--- src/isc_pkg.sv ---
// ----------------------------------------------------------------------------
// isc_pkg
// Shared types and constants for the input scan sampler.
// ----------------------------------------------------------------------------
`default_nettype none

package isc_pkg;

    localparam int NUM_BUTTONS  = 16;
    localparam int NUM_LEDS     = 16;
    localparam int NUM_CHANNELS = 8;
    localparam int RING_DEPTH   = 8;   // power of two: ring pointers wrap naturally

    localparam int BTN_W   = 16;
    localparam int LED_W   = 16;
    localparam int ADC_W   = 10;
    localparam int ACC_W   = 16;
    localparam int MS_W    = 32;
    localparam int PHASE_W = 4;
    localparam int TGT_W   = 7;
    localparam int CFG_W   = 7;
    localparam int CH_W    = $clog2(NUM_CHANNELS);
    localparam int RING_AW = $clog2(RING_DEPTH);
    localparam int CNT_W   = $clog2(RING_DEPTH + 1);

    localparam logic [BTN_W-1:0] BTN_MASK = BTN_W'((64'd1 << NUM_BUTTONS) - 64'd1);
    localparam logic [LED_W-1:0] LED_MASK = LED_W'((64'd1 << NUM_LEDS) - 64'd1);

    localparam logic [PHASE_W-1:0] DIVIDER_RESET = 4'd4;
    localparam logic [TGT_W-1:0]   TARGET_RESET  = 7'd16;

    // configuration register indexes
    localparam logic CFG_TICK_DIVIDER  = 1'b0;
    localparam logic CFG_SAMPLE_TARGET = 1'b1;

    typedef enum logic [2:0] {
        FUNC_TICK      = 3'd0,
        FUNC_CONV_DONE = 3'd1,
        FUNC_POP       = 3'd2,
        FUNC_READ_ACC  = 3'd3,
        FUNC_RESTART   = 3'd4
    } t_func;

    typedef struct packed {
        logic               push;
        logic               pop;
        logic [RING_AW-1:0] wr_addr;
        logic [RING_AW-1:0] rd_addr;
        logic [BTN_W-1:0]   wr_data;
    } t_ring_req;

    typedef struct packed {
        logic             add;
        logic             rd;
        logic             clr;
        logic [CH_W-1:0]  addr;
        logic [ADC_W-1:0] adc;
    } t_acc_cmd;

    typedef struct packed {
        logic             start_conversion;
        logic [2:0]       adc_channel;
        logic [LED_W-1:0] led_drive;
        logic [LED_W-1:0] led_changed;
        logic [MS_W-1:0]  ms_time;
        logic [3:0]       buffer_count;
        logic             sampling_done;
        logic             pop_ok;
        t_acc_cmd         acc;
    } t_s1;

    typedef struct packed {
        logic             start_conversion;
        logic [2:0]       adc_channel;
        logic [LED_W-1:0] led_drive;
        logic [LED_W-1:0] led_changed;
        logic [MS_W-1:0]  ms_time;
        logic [BTN_W-1:0] snapshot;
        logic             snapshot_valid;
        logic [3:0]       buffer_count;
        logic             sampling_done;
        logic [ACC_W-1:0] accum_value;
    } t_result;

endpackage

`default_nettype wire

--- src/input_scan_sampler.sv ---
// ----------------------------------------------------------------------------
// input_scan_sampler
// Control surface scan controller: tick, conversion and consumer operations.
// ----------------------------------------------------------------------------
// Takes one operation per clock and keeps that rate under steady traffic
// while i_stall is low; each result passes through the work stage and then
// the result register. On transfer the scan counters update and the read of
// the accumulator RAM or the snapshot RAM (a registered read) is issued; the
// work stage adds the sample and writes the accumulator back, with the
// previous write bypassed when the same channel follows back to back, and
// loads the result register. Accumulator clearing uses per-channel valid
// bits, so no clearing pass follows reset or a restart. The result register
// lets the next operation in while a result is held off by o_valid/i_stall.
`default_nettype none

module input_scan_sampler (
    input  wire logic        i_clk,
    input  wire logic        i_rst_n,

    input  wire logic        i_valid,
    output logic             o_stall,
    input  wire logic [2:0]  i_func,
    input  wire logic [15:0] i_button_levels,
    input  wire logic [15:0] i_led_states,
    input  wire logic [9:0]  i_adc_value,
    input  wire logic [2:0]  i_read_channel,

    output logic             o_valid,
    input  wire logic        i_stall,
    output logic             o_start_conversion,
    output logic [2:0]       o_adc_channel,
    output logic [15:0]      o_led_drive,
    output logic [15:0]      o_led_changed,
    output logic [31:0]      o_ms_time,
    output logic [15:0]      o_snapshot,
    output logic             o_snapshot_valid,
    output logic [3:0]       o_buffer_count,
    output logic             o_sampling_done,
    output logic [15:0]      o_accum_value,

    input  wire logic        i_cfg_we,
    input  wire logic        i_cfg_addr,
    input  wire logic [6:0]  i_cfg_wdata
);
    import isc_pkg::*;

    logic             accept;
    logic             s1_adv;
    logic             r_s1_valid;
    logic             r_o_valid;
    t_result          r_out;
    t_ring_req        ring_req;
    logic             acc_rd_en;
    logic [CH_W-1:0]  acc_rd_addr;
    t_s1              s1;
    logic [BTN_W-1:0] ring_q;
    logic [ACC_W-1:0] acc_value;

    assign s1_adv  = r_s1_valid & (~r_o_valid | ~i_stall);
    assign o_stall = r_s1_valid & ~s1_adv;
    assign accept  = i_valid & ~o_stall;

    isc_ctrl u_ctrl (
        .i_clk           (i_clk),
        .i_rst_n         (i_rst_n),
        .i_accept        (accept),
        .i_func          (i_func),
        .i_button_levels (i_button_levels),
        .i_led_states    (i_led_states),
        .i_adc_value     (i_adc_value),
        .i_read_channel  (i_read_channel),
        .i_cfg_we        (i_cfg_we),
        .i_cfg_addr      (i_cfg_addr),
        .i_cfg_wdata     (i_cfg_wdata),
        .o_ring_req      (ring_req),
        .o_acc_rd_en     (acc_rd_en),
        .o_acc_rd_addr   (acc_rd_addr),
        .o_s1            (s1)
    );

    isc_ring u_ring (
        .i_clk     (i_clk),
        .i_req     (ring_req),
        .o_rd_data (ring_q)
    );

    isc_accum u_accum (
        .i_clk     (i_clk),
        .i_rst_n   (i_rst_n),
        .i_rd_en   (acc_rd_en),
        .i_rd_addr (acc_rd_addr),
        .i_adv     (s1_adv),
        .i_cmd     (s1.acc),
        .o_value   (acc_value)
    );

    always_ff @(posedge i_clk) begin
        if (!i_rst_n) begin
            r_s1_valid <= 1'b0;
            r_o_valid  <= 1'b0;
        end else begin
            if (accept) begin
                r_s1_valid <= 1'b1;
            end else if (s1_adv) begin
                r_s1_valid <= 1'b0;
            end
            if (s1_adv) begin
                r_o_valid <= 1'b1;
            end else if (!i_stall) begin
                r_o_valid <= 1'b0;
            end
        end
    end

    always_ff @(posedge i_clk) begin
        if (s1_adv) begin
            r_out.start_conversion <= s1.start_conversion;
            r_out.adc_channel      <= s1.adc_channel;
            r_out.led_drive        <= s1.led_drive;
            r_out.led_changed      <= s1.led_changed;
            r_out.ms_time          <= s1.ms_time;
            r_out.snapshot         <= s1.pop_ok ? ring_q : '0;
            r_out.snapshot_valid   <= s1.pop_ok;
            r_out.buffer_count     <= s1.buffer_count;
            r_out.sampling_done    <= s1.sampling_done;
            r_out.accum_value      <= acc_value;
        end
    end

    assign o_valid            = r_o_valid;
    assign o_start_conversion = r_out.start_conversion;
    assign o_adc_channel      = r_out.adc_channel;
    assign o_led_drive        = r_out.led_drive;
    assign o_led_changed      = r_out.led_changed;
    assign o_ms_time          = r_out.ms_time;
    assign o_snapshot         = r_out.snapshot;
    assign o_snapshot_valid   = r_out.snapshot_valid;
    assign o_buffer_count     = r_out.buffer_count;
    assign o_sampling_done    = r_out.sampling_done;
    assign o_accum_value      = r_out.accum_value;

    a_no_stall_when_empty: assert property (@(posedge i_clk) disable iff (!i_rst_n)
        !r_s1_valid |-> !o_stall)
        else $error("input stalled with empty work stage");

    a_adv_fills_output: assert property (@(posedge i_clk) disable iff (!i_rst_n)
        s1_adv |=> r_o_valid)
        else $error("advanced item missing from result register");

    a_accept_fills_stage: assert property (@(posedge i_clk) disable iff (!i_rst_n)
        accept |=> r_s1_valid)
        else $error("transferred item missing from work stage");

endmodule

`default_nettype wire

--- src/isc_ring.sv ---
// ----------------------------------------------------------------------------
// isc_ring
// Button snapshot ring storage: one write and one registered read port.
// ----------------------------------------------------------------------------
`default_nettype none

module isc_ring (
    input  wire logic                i_clk,
    input  wire isc_pkg::t_ring_req  i_req,
    output logic [isc_pkg::BTN_W-1:0] o_rd_data
);
    import isc_pkg::*;

    logic [BTN_W-1:0] r_mem [RING_DEPTH];
    logic [BTN_W-1:0] r_rd_data;

    always_ff @(posedge i_clk) begin
        if (i_req.push) begin
            r_mem[i_req.wr_addr] <= i_req.wr_data;
        end
        if (i_req.pop) begin
            r_rd_data <= r_mem[i_req.rd_addr];
        end
    end

    assign o_rd_data = r_rd_data;

endmodule

`default_nettype wire

--- src/isc_accum.sv ---
// ----------------------------------------------------------------------------
// isc_accum
// Per-channel accumulators: synchronous RAM, read-modify-write with a
// registered read, valid bits for the zero state, bypass of the previous write.
// ----------------------------------------------------------------------------
`default_nettype none

module isc_accum (
    input  wire logic                    i_clk,
    input  wire logic                    i_rst_n,
    input  wire logic                    i_rd_en,
    input  wire logic [isc_pkg::CH_W-1:0] i_rd_addr,
    input  wire logic                    i_adv,
    input  wire isc_pkg::t_acc_cmd       i_cmd,
    output logic [isc_pkg::ACC_W-1:0]    o_value
);
    import isc_pkg::*;

    logic [ACC_W-1:0]        r_mem [NUM_CHANNELS];
    logic [ACC_W-1:0]        r_q;
    logic [NUM_CHANNELS-1:0] r_vld;
    logic                    r_fwd_vld;
    logic [CH_W-1:0]         r_fwd_addr;
    logic [ACC_W-1:0]        r_fwd_data;

    logic [ACC_W-1:0] old_val;
    logic [ACC_W-1:0] sum;

    // the RAM read in flight may have missed the write done on the same edge
    always_comb begin
        if (r_fwd_vld && (r_fwd_addr == i_cmd.addr)) begin
            old_val = r_fwd_data;
        end else if (r_vld[i_cmd.addr]) begin
            old_val = r_q;
        end else begin
            old_val = '0;
        end
        sum     = old_val + ACC_W'(i_cmd.adc);
        o_value = i_cmd.rd ? old_val : '0;
    end

    always_ff @(posedge i_clk) begin
        if (i_rd_en) begin
            r_q <= r_mem[i_rd_addr];
        end
        if (i_adv && i_cmd.add) begin
            r_mem[i_cmd.addr] <= sum;
        end
        if (i_adv) begin
            r_fwd_addr <= i_cmd.addr;
            r_fwd_data <= sum;
        end
    end

    always_ff @(posedge i_clk) begin
        if (!i_rst_n) begin
            r_vld     <= '0;
            r_fwd_vld <= 1'b0;
        end else if (i_adv) begin
            r_fwd_vld <= i_cmd.add;
            if (i_cmd.clr) begin
                r_vld <= '0;
            end else if (i_cmd.add) begin
                r_vld[i_cmd.addr] <= 1'b1;
            end
        end
    end

endmodule

`default_nettype wire

--- src/isc_ctrl.sv ---
// ----------------------------------------------------------------------------
// isc_ctrl
// Scalar scan state, config registers and request issue for the memories.
// ----------------------------------------------------------------------------
`default_nettype none

module isc_ctrl (
    input  wire logic                     i_clk,
    input  wire logic                     i_rst_n,
    input  wire logic                     i_accept,
    input  wire logic [2:0]               i_func,
    input  wire logic [isc_pkg::BTN_W-1:0] i_button_levels,
    input  wire logic [isc_pkg::LED_W-1:0] i_led_states,
    input  wire logic [isc_pkg::ADC_W-1:0] i_adc_value,
    input  wire logic [2:0]               i_read_channel,
    input  wire logic                     i_cfg_we,
    input  wire logic                     i_cfg_addr,
    input  wire logic [isc_pkg::CFG_W-1:0] i_cfg_wdata,
    output isc_pkg::t_ring_req            o_ring_req,
    output logic                          o_acc_rd_en,
    output logic [isc_pkg::CH_W-1:0]      o_acc_rd_addr,
    output isc_pkg::t_s1                  o_s1
);
    import isc_pkg::*;

    logic [PHASE_W-1:0] r_divider;
    logic [TGT_W-1:0]   r_target;

    logic [PHASE_W-1:0] r_phase,  n_phase;
    logic [MS_W-1:0]    r_millis, n_millis;
    logic [LED_W-1:0]   r_led,    n_led;
    logic [RING_AW-1:0] r_head,   n_head;
    logic [CNT_W-1:0]   r_count,  n_count;
    logic [CH_W-1:0]    r_chan,   n_chan;
    logic [TGT_W-1:0]   r_sweep,  n_sweep;
    t_s1                r_s1,     n_s1;

    logic [PHASE_W-1:0] phase_inc;
    logic [RING_AW-1:0] tail;
    t_ring_req          ring;
    t_acc_cmd           acc;
    logic [LED_W-1:0]   changed;
    logic               start;
    logic               pop_ok;

    always_comb begin
        n_phase  = r_phase;
        n_millis = r_millis;
        n_led    = r_led;
        n_head   = r_head;
        n_count  = r_count;
        n_chan   = r_chan;
        n_sweep  = r_sweep;
        changed  = '0;
        start    = 1'b0;
        pop_ok   = 1'b0;
        ring     = '0;
        acc      = '0;
        acc.adc  = i_adc_value;
        phase_inc = r_phase + 1'b1;
        // oldest entry; a full ring has count bits zero below the top
        tail     = r_head + 1'b1 - r_count[RING_AW-1:0];

        case (i_func)
            FUNC_TICK: begin
                start = (r_sweep < r_target);
                if (phase_inc >= r_divider) begin
                    n_phase  = '0;
                    changed  = (i_led_states & LED_MASK) ^ r_led;
                    n_led    = i_led_states & LED_MASK;
                    n_millis = r_millis + 1'b1;
                    if (r_count < CNT_W'(RING_DEPTH)) begin
                        n_head       = r_head + 1'b1;
                        n_count      = r_count + 1'b1;
                        ring.push    = 1'b1;
                        ring.wr_addr = r_head + 1'b1;
                        ring.wr_data = ~i_button_levels & BTN_MASK;
                    end
                end else begin
                    n_phase = phase_inc;
                end
            end
            FUNC_CONV_DONE: begin
                acc.add  = 1'b1;
                acc.addr = r_chan;
                if (r_chan == CH_W'(NUM_CHANNELS - 1)) begin
                    n_chan = '0;
                    if (r_sweep < r_target) begin
                        n_sweep = r_sweep + 1'b1;
                    end
                end else begin
                    n_chan = r_chan + 1'b1;
                end
            end
            FUNC_POP: begin
                if (r_count != '0) begin
                    pop_ok       = 1'b1;
                    ring.pop     = 1'b1;
                    ring.rd_addr = tail;
                    n_count      = r_count - 1'b1;
                end
            end
            FUNC_READ_ACC: begin
                acc.rd   = 1'b1;
                acc.addr = CH_W'(i_read_channel);
            end
            FUNC_RESTART: begin
                acc.clr = 1'b1;
                n_sweep = '0;
            end
            default: begin
            end
        endcase

        n_s1.start_conversion = start;
        n_s1.adc_channel      = 3'(n_chan);
        n_s1.led_drive        = n_led;
        n_s1.led_changed      = changed;
        n_s1.ms_time          = n_millis;
        n_s1.buffer_count     = 4'(n_count);
        n_s1.sampling_done    = (n_sweep >= r_target);
        n_s1.pop_ok           = pop_ok;
        n_s1.acc              = acc;
    end

    always_comb begin
        o_ring_req      = ring;
        o_ring_req.push = ring.push & i_accept;
        o_ring_req.pop  = ring.pop & i_accept;
        o_acc_rd_en     = i_accept & (acc.add | acc.rd);
        o_acc_rd_addr   = acc.addr;
        o_s1            = r_s1;
    end

    always_ff @(posedge i_clk) begin
        if (!i_rst_n) begin
            r_divider <= DIVIDER_RESET;
            r_target  <= TARGET_RESET;
        end else if (i_cfg_we) begin
            case (i_cfg_addr)
                CFG_TICK_DIVIDER:  r_divider <= i_cfg_wdata[PHASE_W-1:0];
                CFG_SAMPLE_TARGET: r_target  <= i_cfg_wdata[TGT_W-1:0];
                default: begin
                end
            endcase
        end
    end

    always_ff @(posedge i_clk) begin
        if (!i_rst_n) begin
            r_phase  <= '0;
            r_millis <= '0;
            r_led    <= '0;
            r_head   <= '0;
            r_count  <= '0;
            r_chan   <= '0;
            r_sweep  <= '0;
        end else if (i_accept) begin
            r_phase  <= n_phase;
            r_millis <= n_millis;
            r_led    <= n_led;
            r_head   <= n_head;
            r_count  <= n_count;
            r_chan   <= n_chan;
            r_sweep  <= n_sweep;
        end
    end

    always_ff @(posedge i_clk) begin
        if (i_accept) begin
            r_s1 <= n_s1;
        end
    end

    a_ring_count_bound: assert property (@(posedge i_clk) disable iff (!i_rst_n)
        r_count <= CNT_W'(RING_DEPTH))
        else $error("ring count above depth");

endmodule

`default_nettype wire
--- config.mk ---
export PLATFORM = sky130hd
export DESIGN_NAME = input_scan_sampler
export DESIGN_NICKNAME = d
export VERILOG_FILES = /design/src/isc_pkg.sv /design/src/input_scan_sampler.sv /design/src/isc_ring.sv /design/src/isc_accum.sv /design/src/isc_ctrl.sv
export SDC_FILE = /design/constraint.sdc
export NUM_CORES = 1
export LEC_CHECK = 0
export ABC_AREA = 1
export BUFFER_PORTS_ARGS = -buffer_cell sky130_fd_sc_hd__buf_2
export CAP_MARGIN = 20
export CORE_ASPECT_RATIO = 0.75
export CORE_MARGIN = 4
export CORE_UTILIZATION = 45
export CTS_CLUSTER_DIAMETER = 100
export CTS_CLUSTER_SIZE = 10
export DETAILED_ROUTE_END_ITERATION = 8
export PLACE_DENSITY = 0.68
export SETUP_SLACK_MARGIN = 0.3
export SLEW_MARGIN = 5
export SYNTH_ARGS = -nofsm -noshare
export SYNTH_HDL_FRONTEND = slang
export SYNTH_SLANG_ARGS = --single-unit
--- constraint.sdc ---
create_clock -name i_clk -period 16.7 [get_ports i_clk]
set_input_delay 0.835 -clock i_clk [delete_from_list [all_inputs] [get_ports i_clk]]
set_output_delay 0.835 -clock i_clk [all_outputs]
set_load 0.05 [all_outputs]
# ---- Yosys cells after proc, flatten, opt, wreduce, memory -nomap -nowiden
# Memory sizes are Yosys's and may differ from the RTL's. A register that Yosys moved wholly into a read port is not among the register bits.
# Cells that the tools add are included.
dict set report op_classes {
  n_bitwise 16
  mux 47
  n_lt_le_gt_ge 6
  shift 0
  n_reduce_logical 13
  n_eq_ne 7
  n_addsub 9
  div 0
  mul 0
}
# operator count
set ops {}
lappend ops {{2-to-1 mux 16 bit} 7}
lappend ops {{2-to-1 mux 32 bit} 2}
lappend ops {{adder 32 x 1 -> 32 bit (second input constant)} 1}
lappend ops {{2-to-1 mux 3 bit} 7}
lappend ops {{2-to-1 mux 1 bit} 18}
lappend ops {{adder 16 x 10 -> 16 bit} 1}
lappend ops {{2-to-1 mux 4 bit} 4}
lappend ops {{2-to-1 mux 8 bit} 2}
lappend ops {{NOT 16 bit} 1}
lappend ops {{bitwise XOR 16 bit} 1}
lappend ops {{2-to-1 mux 7 bit} 2}
lappend ops {{one-hot mux 7 bit (2 select lines)} 1}
lappend ops {{AND reduction 2 bit} 5}
lappend ops {{adder 4 x 1 -> 4 bit (second input constant)} 2}
lappend ops {{bitwise OR 8 bit} 1}
lappend ops {{one-hot mux 4 bit (2 select lines)} 1}
lappend ops {{adder 7 x 1 -> 7 bit (second input constant)} 1}
lappend ops {{>= comparator 7 bit} 1}
lappend ops {{< comparator 7 bit} 1}
lappend ops {{adder 3 x 1 -> 3 bit (second input constant)} 2}
lappend ops {{AND 1 bit} 6}
lappend ops {{equality test 3 x 2 -> 1 bit (second input constant)} 2}
lappend ops {{equality test 3 bit (second input constant)} 2}
lappend ops {{one-hot mux 3 bit (2 select lines)} 1}
lappend ops {{other kinds (18)} 26}
dict set report word_totals {
  romBits 0
  out_inout_bits 108
  reg_bits 306
  in_bits 61
  wordCells 138
  latch_bits 0
  n_memories 2
  ramBits 256
}
# name depth word_bits rd rd_ports_with_merged_regs wr line_no
set memory_table {}
lappend memory_table {u_accum.r_mem 8 16 1 1 1 isc_accum.sv:19} ;# logic [ACC_W-1:0] r_mem [NUM_CHANNELS];
lappend memory_table {u_ring.r_mem 8 16 1 1 1 isc_ring.sv:14} ;# logic [BTN_W-1:0] r_mem [RING_DEPTH];

# ---- Depth between registers and ports, before layout
dict set report logic_depth {
  depth_word 10
  ltp_mapped 23
  depth_no_buf 21
}

# ---- Hierarchy
# Synthesis repeated with hierarchy kept, for this count alone.
dict set report hier_totals {
  hier_cells 2346
  area_unflattened_um2 25151.6
}
# module seq_area_each_um2 cells_per_inst area_each_um2 instances
set by_module_without_submodules {}
lappend by_module_without_submodules {isc_ctrl 4304.1 952 8207.9 1}
lappend by_module_without_submodules {isc_accum 5074.9 654 7360.8 1}
lappend by_module_without_submodules {isc_ring 4324.1 587 6149.6 1}
lappend by_module_without_submodules {input_scan_sampler 3223.1 153 3433.3 1}

# ---- Least setup slack after synthesis
# OpenSTA, ideal clock, no wires.
dict set report synth_path {
  path_kind {input port to flip-flop}
  startpoint {input port i_stall}
  endpoint {memory u_accum.r_mem[0][0], enable pin}
  arrival_time_ps 5974
  stages 5
  setup_ps 430
  n_path_buf 0
  required_time_ps 16270
  setup_slack_ps 10296
  path_cell_list {nand2_1 nand2_1 inv_1 nand2_1 nor4_1}
}
dict set report synth_between {
  elab_chain_len 6
}
# item line_no
set synth_lines {}
lappend synth_lines {{start, declared} input_scan_sampler.sv:29} ;# input wire logic i_stall,
lappend synth_lines {{NOT 1 bit} input_scan_sampler.sv:59} ;# assign s1_adv = r_s1_valid & (~r_o_valid | ~i_stall);
lappend synth_lines {{bitwise OR 1 bit} input_scan_sampler.sv:59}
lappend synth_lines {{AND 1 bit} input_scan_sampler.sv:59}
lappend synth_lines {{named net s1_adv} input_scan_sampler.sv:48} ;# logic s1_adv;
lappend synth_lines {{logical AND 1 bit} isc_accum.sv:46} ;# if (i_adv && i_cmd.add) begin
lappend synth_lines {{2-to-1 mux 1 bit} isc_accum.sv:46}
lappend synth_lines {{2-to-1 mux 1 bit (implied by the code)} isc_accum.sv:47} ;# r_mem[i_cmd.addr] <= sum;
lappend synth_lines {{end, declared} isc_accum.sv:19}
# The timed path passes the listed nets, and every way through them passes these cells.

# ---- Worst setup path after layout
dict set report layout_path {
  startpoint {register u_ctrl.r_s1, in the netlist u_ctrl.o_s1[11]}
  endpoint {memory u_accum.r_mem[4][11] (data pin)}
}
dict set report layout_between {
  elab_chain_len 5
  word_cells_on_any_way 7
  cone_classes {1 x add/sub; 1 x eq/ne; 4 x mux; 1 x reduce/logical}
}
# item line_no
set layout_lines {}
lappend layout_lines {{start, declared} isc_ctrl.sv:36} ;# t_s1 r_s1, n_s1;
lappend layout_lines {{start signal, assigned} isc_ctrl.sv:171} ;# r_s1 <= n_s1;
lappend layout_lines {{binary-select mux 1 bit (select 3 bit)} isc_accum.sv:33} ;# end else if (r_vld[i_cmd.addr]) begin
lappend layout_lines {{2-to-1 mux 1 bit (implied by the code)} isc_accum.sv:33}
lappend layout_lines {{2-to-1 mux 16 bit} isc_accum.sv:33}
lappend layout_lines {{2-to-1 mux 16 bit (*)} isc_accum.sv:31} ;# if (r_fwd_vld && (r_fwd_addr == i_cmd.addr)) begin
lappend layout_lines {{named net u_accum.old_val[2]} isc_accum.sv:26} ;# logic [ACC_W-1:0] old_val;
lappend layout_lines {{adder 16 x 10 -> 16 bit (*)} isc_accum.sv:38} ;# sum = old_val + ACC_W'(i_cmd.adc);
lappend layout_lines {{named net u_accum.sum[11]} isc_accum.sv:27} ;# logic [ACC_W-1:0] sum;
# Mark *: on every way through the listed nets, which the timed path passes. The rest lies on a longest branch. The select of a mux whose other input is x is not followed.

==> impl_metrics.tcl <==
set metrics [dict create \
    cts_resized 0 \
    finalSetupTns_ns 0 \
    io_pins 169 \
    final_area_um2 28300 \
    clk_latency_ns 0.60 \
    p_switching_mw 0.746 \
    die_w_um 279 \
    power.share.sequential_pct 52.1 \
    p_per_area_nw_per_um2 114 \
    max_slew_margin_pct 28.7 \
    fin_cells 3168 \
    netlist_area_um2 24700 \
    routed_wl_um 55400 \
    cp-start-kind "flip-flop" \
    die_h_um 211 \
    final_cell_mix "edfxtp_1, nand2_1, nor2_1, inv_1" \
    ys_seq_elements 594 \
    slew_viol_final 0 \
    ant_nets 0 \
    dp.cells 3065 \
    drcViolationCount 0 \
    p_leak_nw 11.4 \
    nets 2514 \
    groute.usage.overall_pct 18.7 \
    overflow 0 \
    synthCells 2235 \
    hpwl_um 33800 \
    vias 16600 \
    yosysUniqueCellTypes 39 \
    crit_type "flip-flop to flip-flop" \
    power.clock.fraction_pct 40.8 \
    status "completed" \
    worstSetupEndpointType "flip-flop" \
    worst_pin_slew_ns 1.07 \
    drt_iter0_drc 1503 \
    setup_viol 0 \
    cts_tree "built" \
    fillers 4637 \
    grt_max_degree 78 \
    worstHoldPathType "flip-flop to flip-flop" \
    cap_violations 0 \
    use_met3_pct 3.31 \
    grt_setup_unrepaired "false" \
    worstPathArrival_ns 4.48 \
    clk_path_buf_depth 3 \
    row_count 74 \
    placed_area_um2 26300 \
    cp_common_cell "nand2_1" \
    fin_crit_ns 4.21 \
    met1_usage_pct 26.6 \
    rrSetupSlack_ns 12.49 \
    drtPass1Iterations 6 \
    skew_ns 0.0173 \
    p_int_mw 2.49 \
    final_common_cell "edfxtp_1" \
    avgSynthCellArea_um2 11.1 \
    antenna_cells 0 \
    antenna_found_initial 0 \
    hold_viol 0 \
    yosysSeqAreaShare_pct 68.4 \
    post_cts_buffers 0 \
    die_area_um2 58800 \
    yosysWarnings 0 \
    vias_per_cell 5.24 \
    period_share_pct 25.2 \
    hold_slack_ns 0.414 \
    port-buffer-count 168 \
    clock.fmax_mhz 238 \
    place.gp.congestion 0.885 \
    cts_htree_levels 3 \
    core_um2 54400 \
    cts-buffers-inserted 69 \
    path_clk_slew_ns 0.06 \
    numClockSinks 594 \
    required_ns 16.97 \
    path_max_fanout 20 \
    start_util_pct 45.4 \
    cts_root_buffer "clkbuf_16" \
    syn2layout_area_growth_pct 14.3 \
    postCtsHoldBufs 0 \
    use_met2_pct 29.6 \
    combPwrFrac_pct 7.1 \
    synth_nets 2334 \
    cpPeakStageDelay_ns 0.66 \
    drive_above_1_share_pct 13.3 \
    avgRoutedWirePerCell_um 17.5 \
    grt-busiest-layer "met2" \
    grt_pass1_wl_um 87900 \
    worst_path_max_delay_cell "xor2_1" \
    crit_chain "inv_1 > nand2_1 > nand3_1 > nor2_1 > buf_4 > inv_1 > nand3_1 > nand2_1 > ha_1 > nand2_1 > nand2_1 > nand3_1 > nand2_1 > nand2_1 > nand4_1 > nand3_1 > nand2_1 > xor2_1" \
    finalPower_mw 3.24 \
    peakVddDrop_mv 0.0714 \
    grt_pass1_vias 16300 \
    switching_share_pct 23.1 \
]
==> area by class of cell <==
type	count	area (um2)	area share, %
Tap cell	722	903	3.19
Multi-Input combinational cell	1302	6500	23.0
Timing Repair Buffer	198	1080	3.81
Clock buffer	97	1850	6.55
Clock inverter	5	62.6	0.221
Inverter	250	946	3.35
Sequential cell	594	16900	59.9
==> power by group through the flow <==
stage	clock network [mW]	logic [mW]	registers, mW
after detailed placement	0	0.229	1.72
after CTS	1.36	0.230	1.69
after global routing	1.42	0.255	1.69
after floorplan	0	0.124	1.75
after global placement	0	0.221	1.71
final	1.32	0.230	1.69
==> cells by family after synthesis <==
family                   count (synthesis)  share of synthesized area [%]
AO/OA/AOI/OAI                          390                           8.47
XOR/XNOR                                49                           1.73
adder cells (fa/ha/maj)                 38                           1.98
buffers and inverters                  339                           5.58
flip-flops                             594                           68.4
AND/OR/NAND/NOR                        825                           13.8
==> layer usage <==
layer	wire length, um	part of all wire [%]
met3	3390	6.1
met5	0	0
met1	25200	46
met4	1510	2.7
met2	25300	46
==> registers in the layout, indices dropped and copies added, names as in the netlist, 4 cells and up <==
name,cells
u_ctrl.r_millis,32
u_ctrl.r_count,4
u_accum.r_q,16
u_accum.r_fwd_data,16
o_led_changed,16
u_ctrl.r_sweep,7
o_snapshot,16
o_buffer_count,4
o_ms_time,32
o_led_drive,16
u_accum.r_vld,8
u_ctrl.r_led,16
o_accum_value,16
u_ctrl.r_divider,4
u_ctrl.r_phase,4
u_accum.r_mem,128
u_ctrl.r_target,7
u_ctrl.o_s1,90
u_ring.r_mem,128
u_ring.o_rd_data,16
==> worst paths after layout <==
check,cells after the start,startpoint,to
setup / recovery,18,u_ctrl.o_s1[11],u_accum.r_mem[4][11]
hold / removal,0,u_ctrl.o_s1[42],o_ms_time[20]
setup reg to reg,18,u_ctrl.o_s1[11],u_accum.r_mem[4][11]
hold reg to reg,0,u_ctrl.o_s1[42],o_ms_time[20]
==> metrics by stage <==
stage	setup slack [ns]	utilization [%]
6_report	12.49	51.9
5_1_grt	12.11	51.9
4_1_cts	12.56	51.9
3_5_place_dp	12.60	48.4
3_3_place_gp	12.85	48.4
2_1_floorplan	10.30	-
==> synth_stat cells (all sizes together) <==
library cell  number  share of area [%]
a21boi             1              0.030
a21oi            108                2.2
a31oi              3              0.076
and3               1              0.025
buf               46                1.1
clkbuf            43               0.65
clkinv             3              0.046
dfxtp             91                7.4
edfxtp           503                 61
fa                 2               0.16
ha                36                1.8
inv              247                3.7
nand2            350                5.4
nand3             70                1.5
nand4             16               0.40
nor2             318                5.0
nor3              45               0.91
nor4               8               0.20
o2111ai            1              0.035
o211ai             8               0.24
o21a               1              0.030
o21ai            216                4.4
o21bai            35                1.1
o22ai             16               0.40
o31ai              1              0.030
or2               17               0.43
xnor2             23               0.81
xor2              26               0.92
==> worst max-delay path, delay by kind of cell (launching register included) <==
kind / cells / cell delay [ns]
DFF: 1 / 0.64
and+or+nand+nor: 13 / 1.36
adders and majority gates: 1 / 0.38
xor gates and xnor gates: 1 / 0.66
buffers and inverters: 3 / 0.83
(Power assumes the default switching activity.)
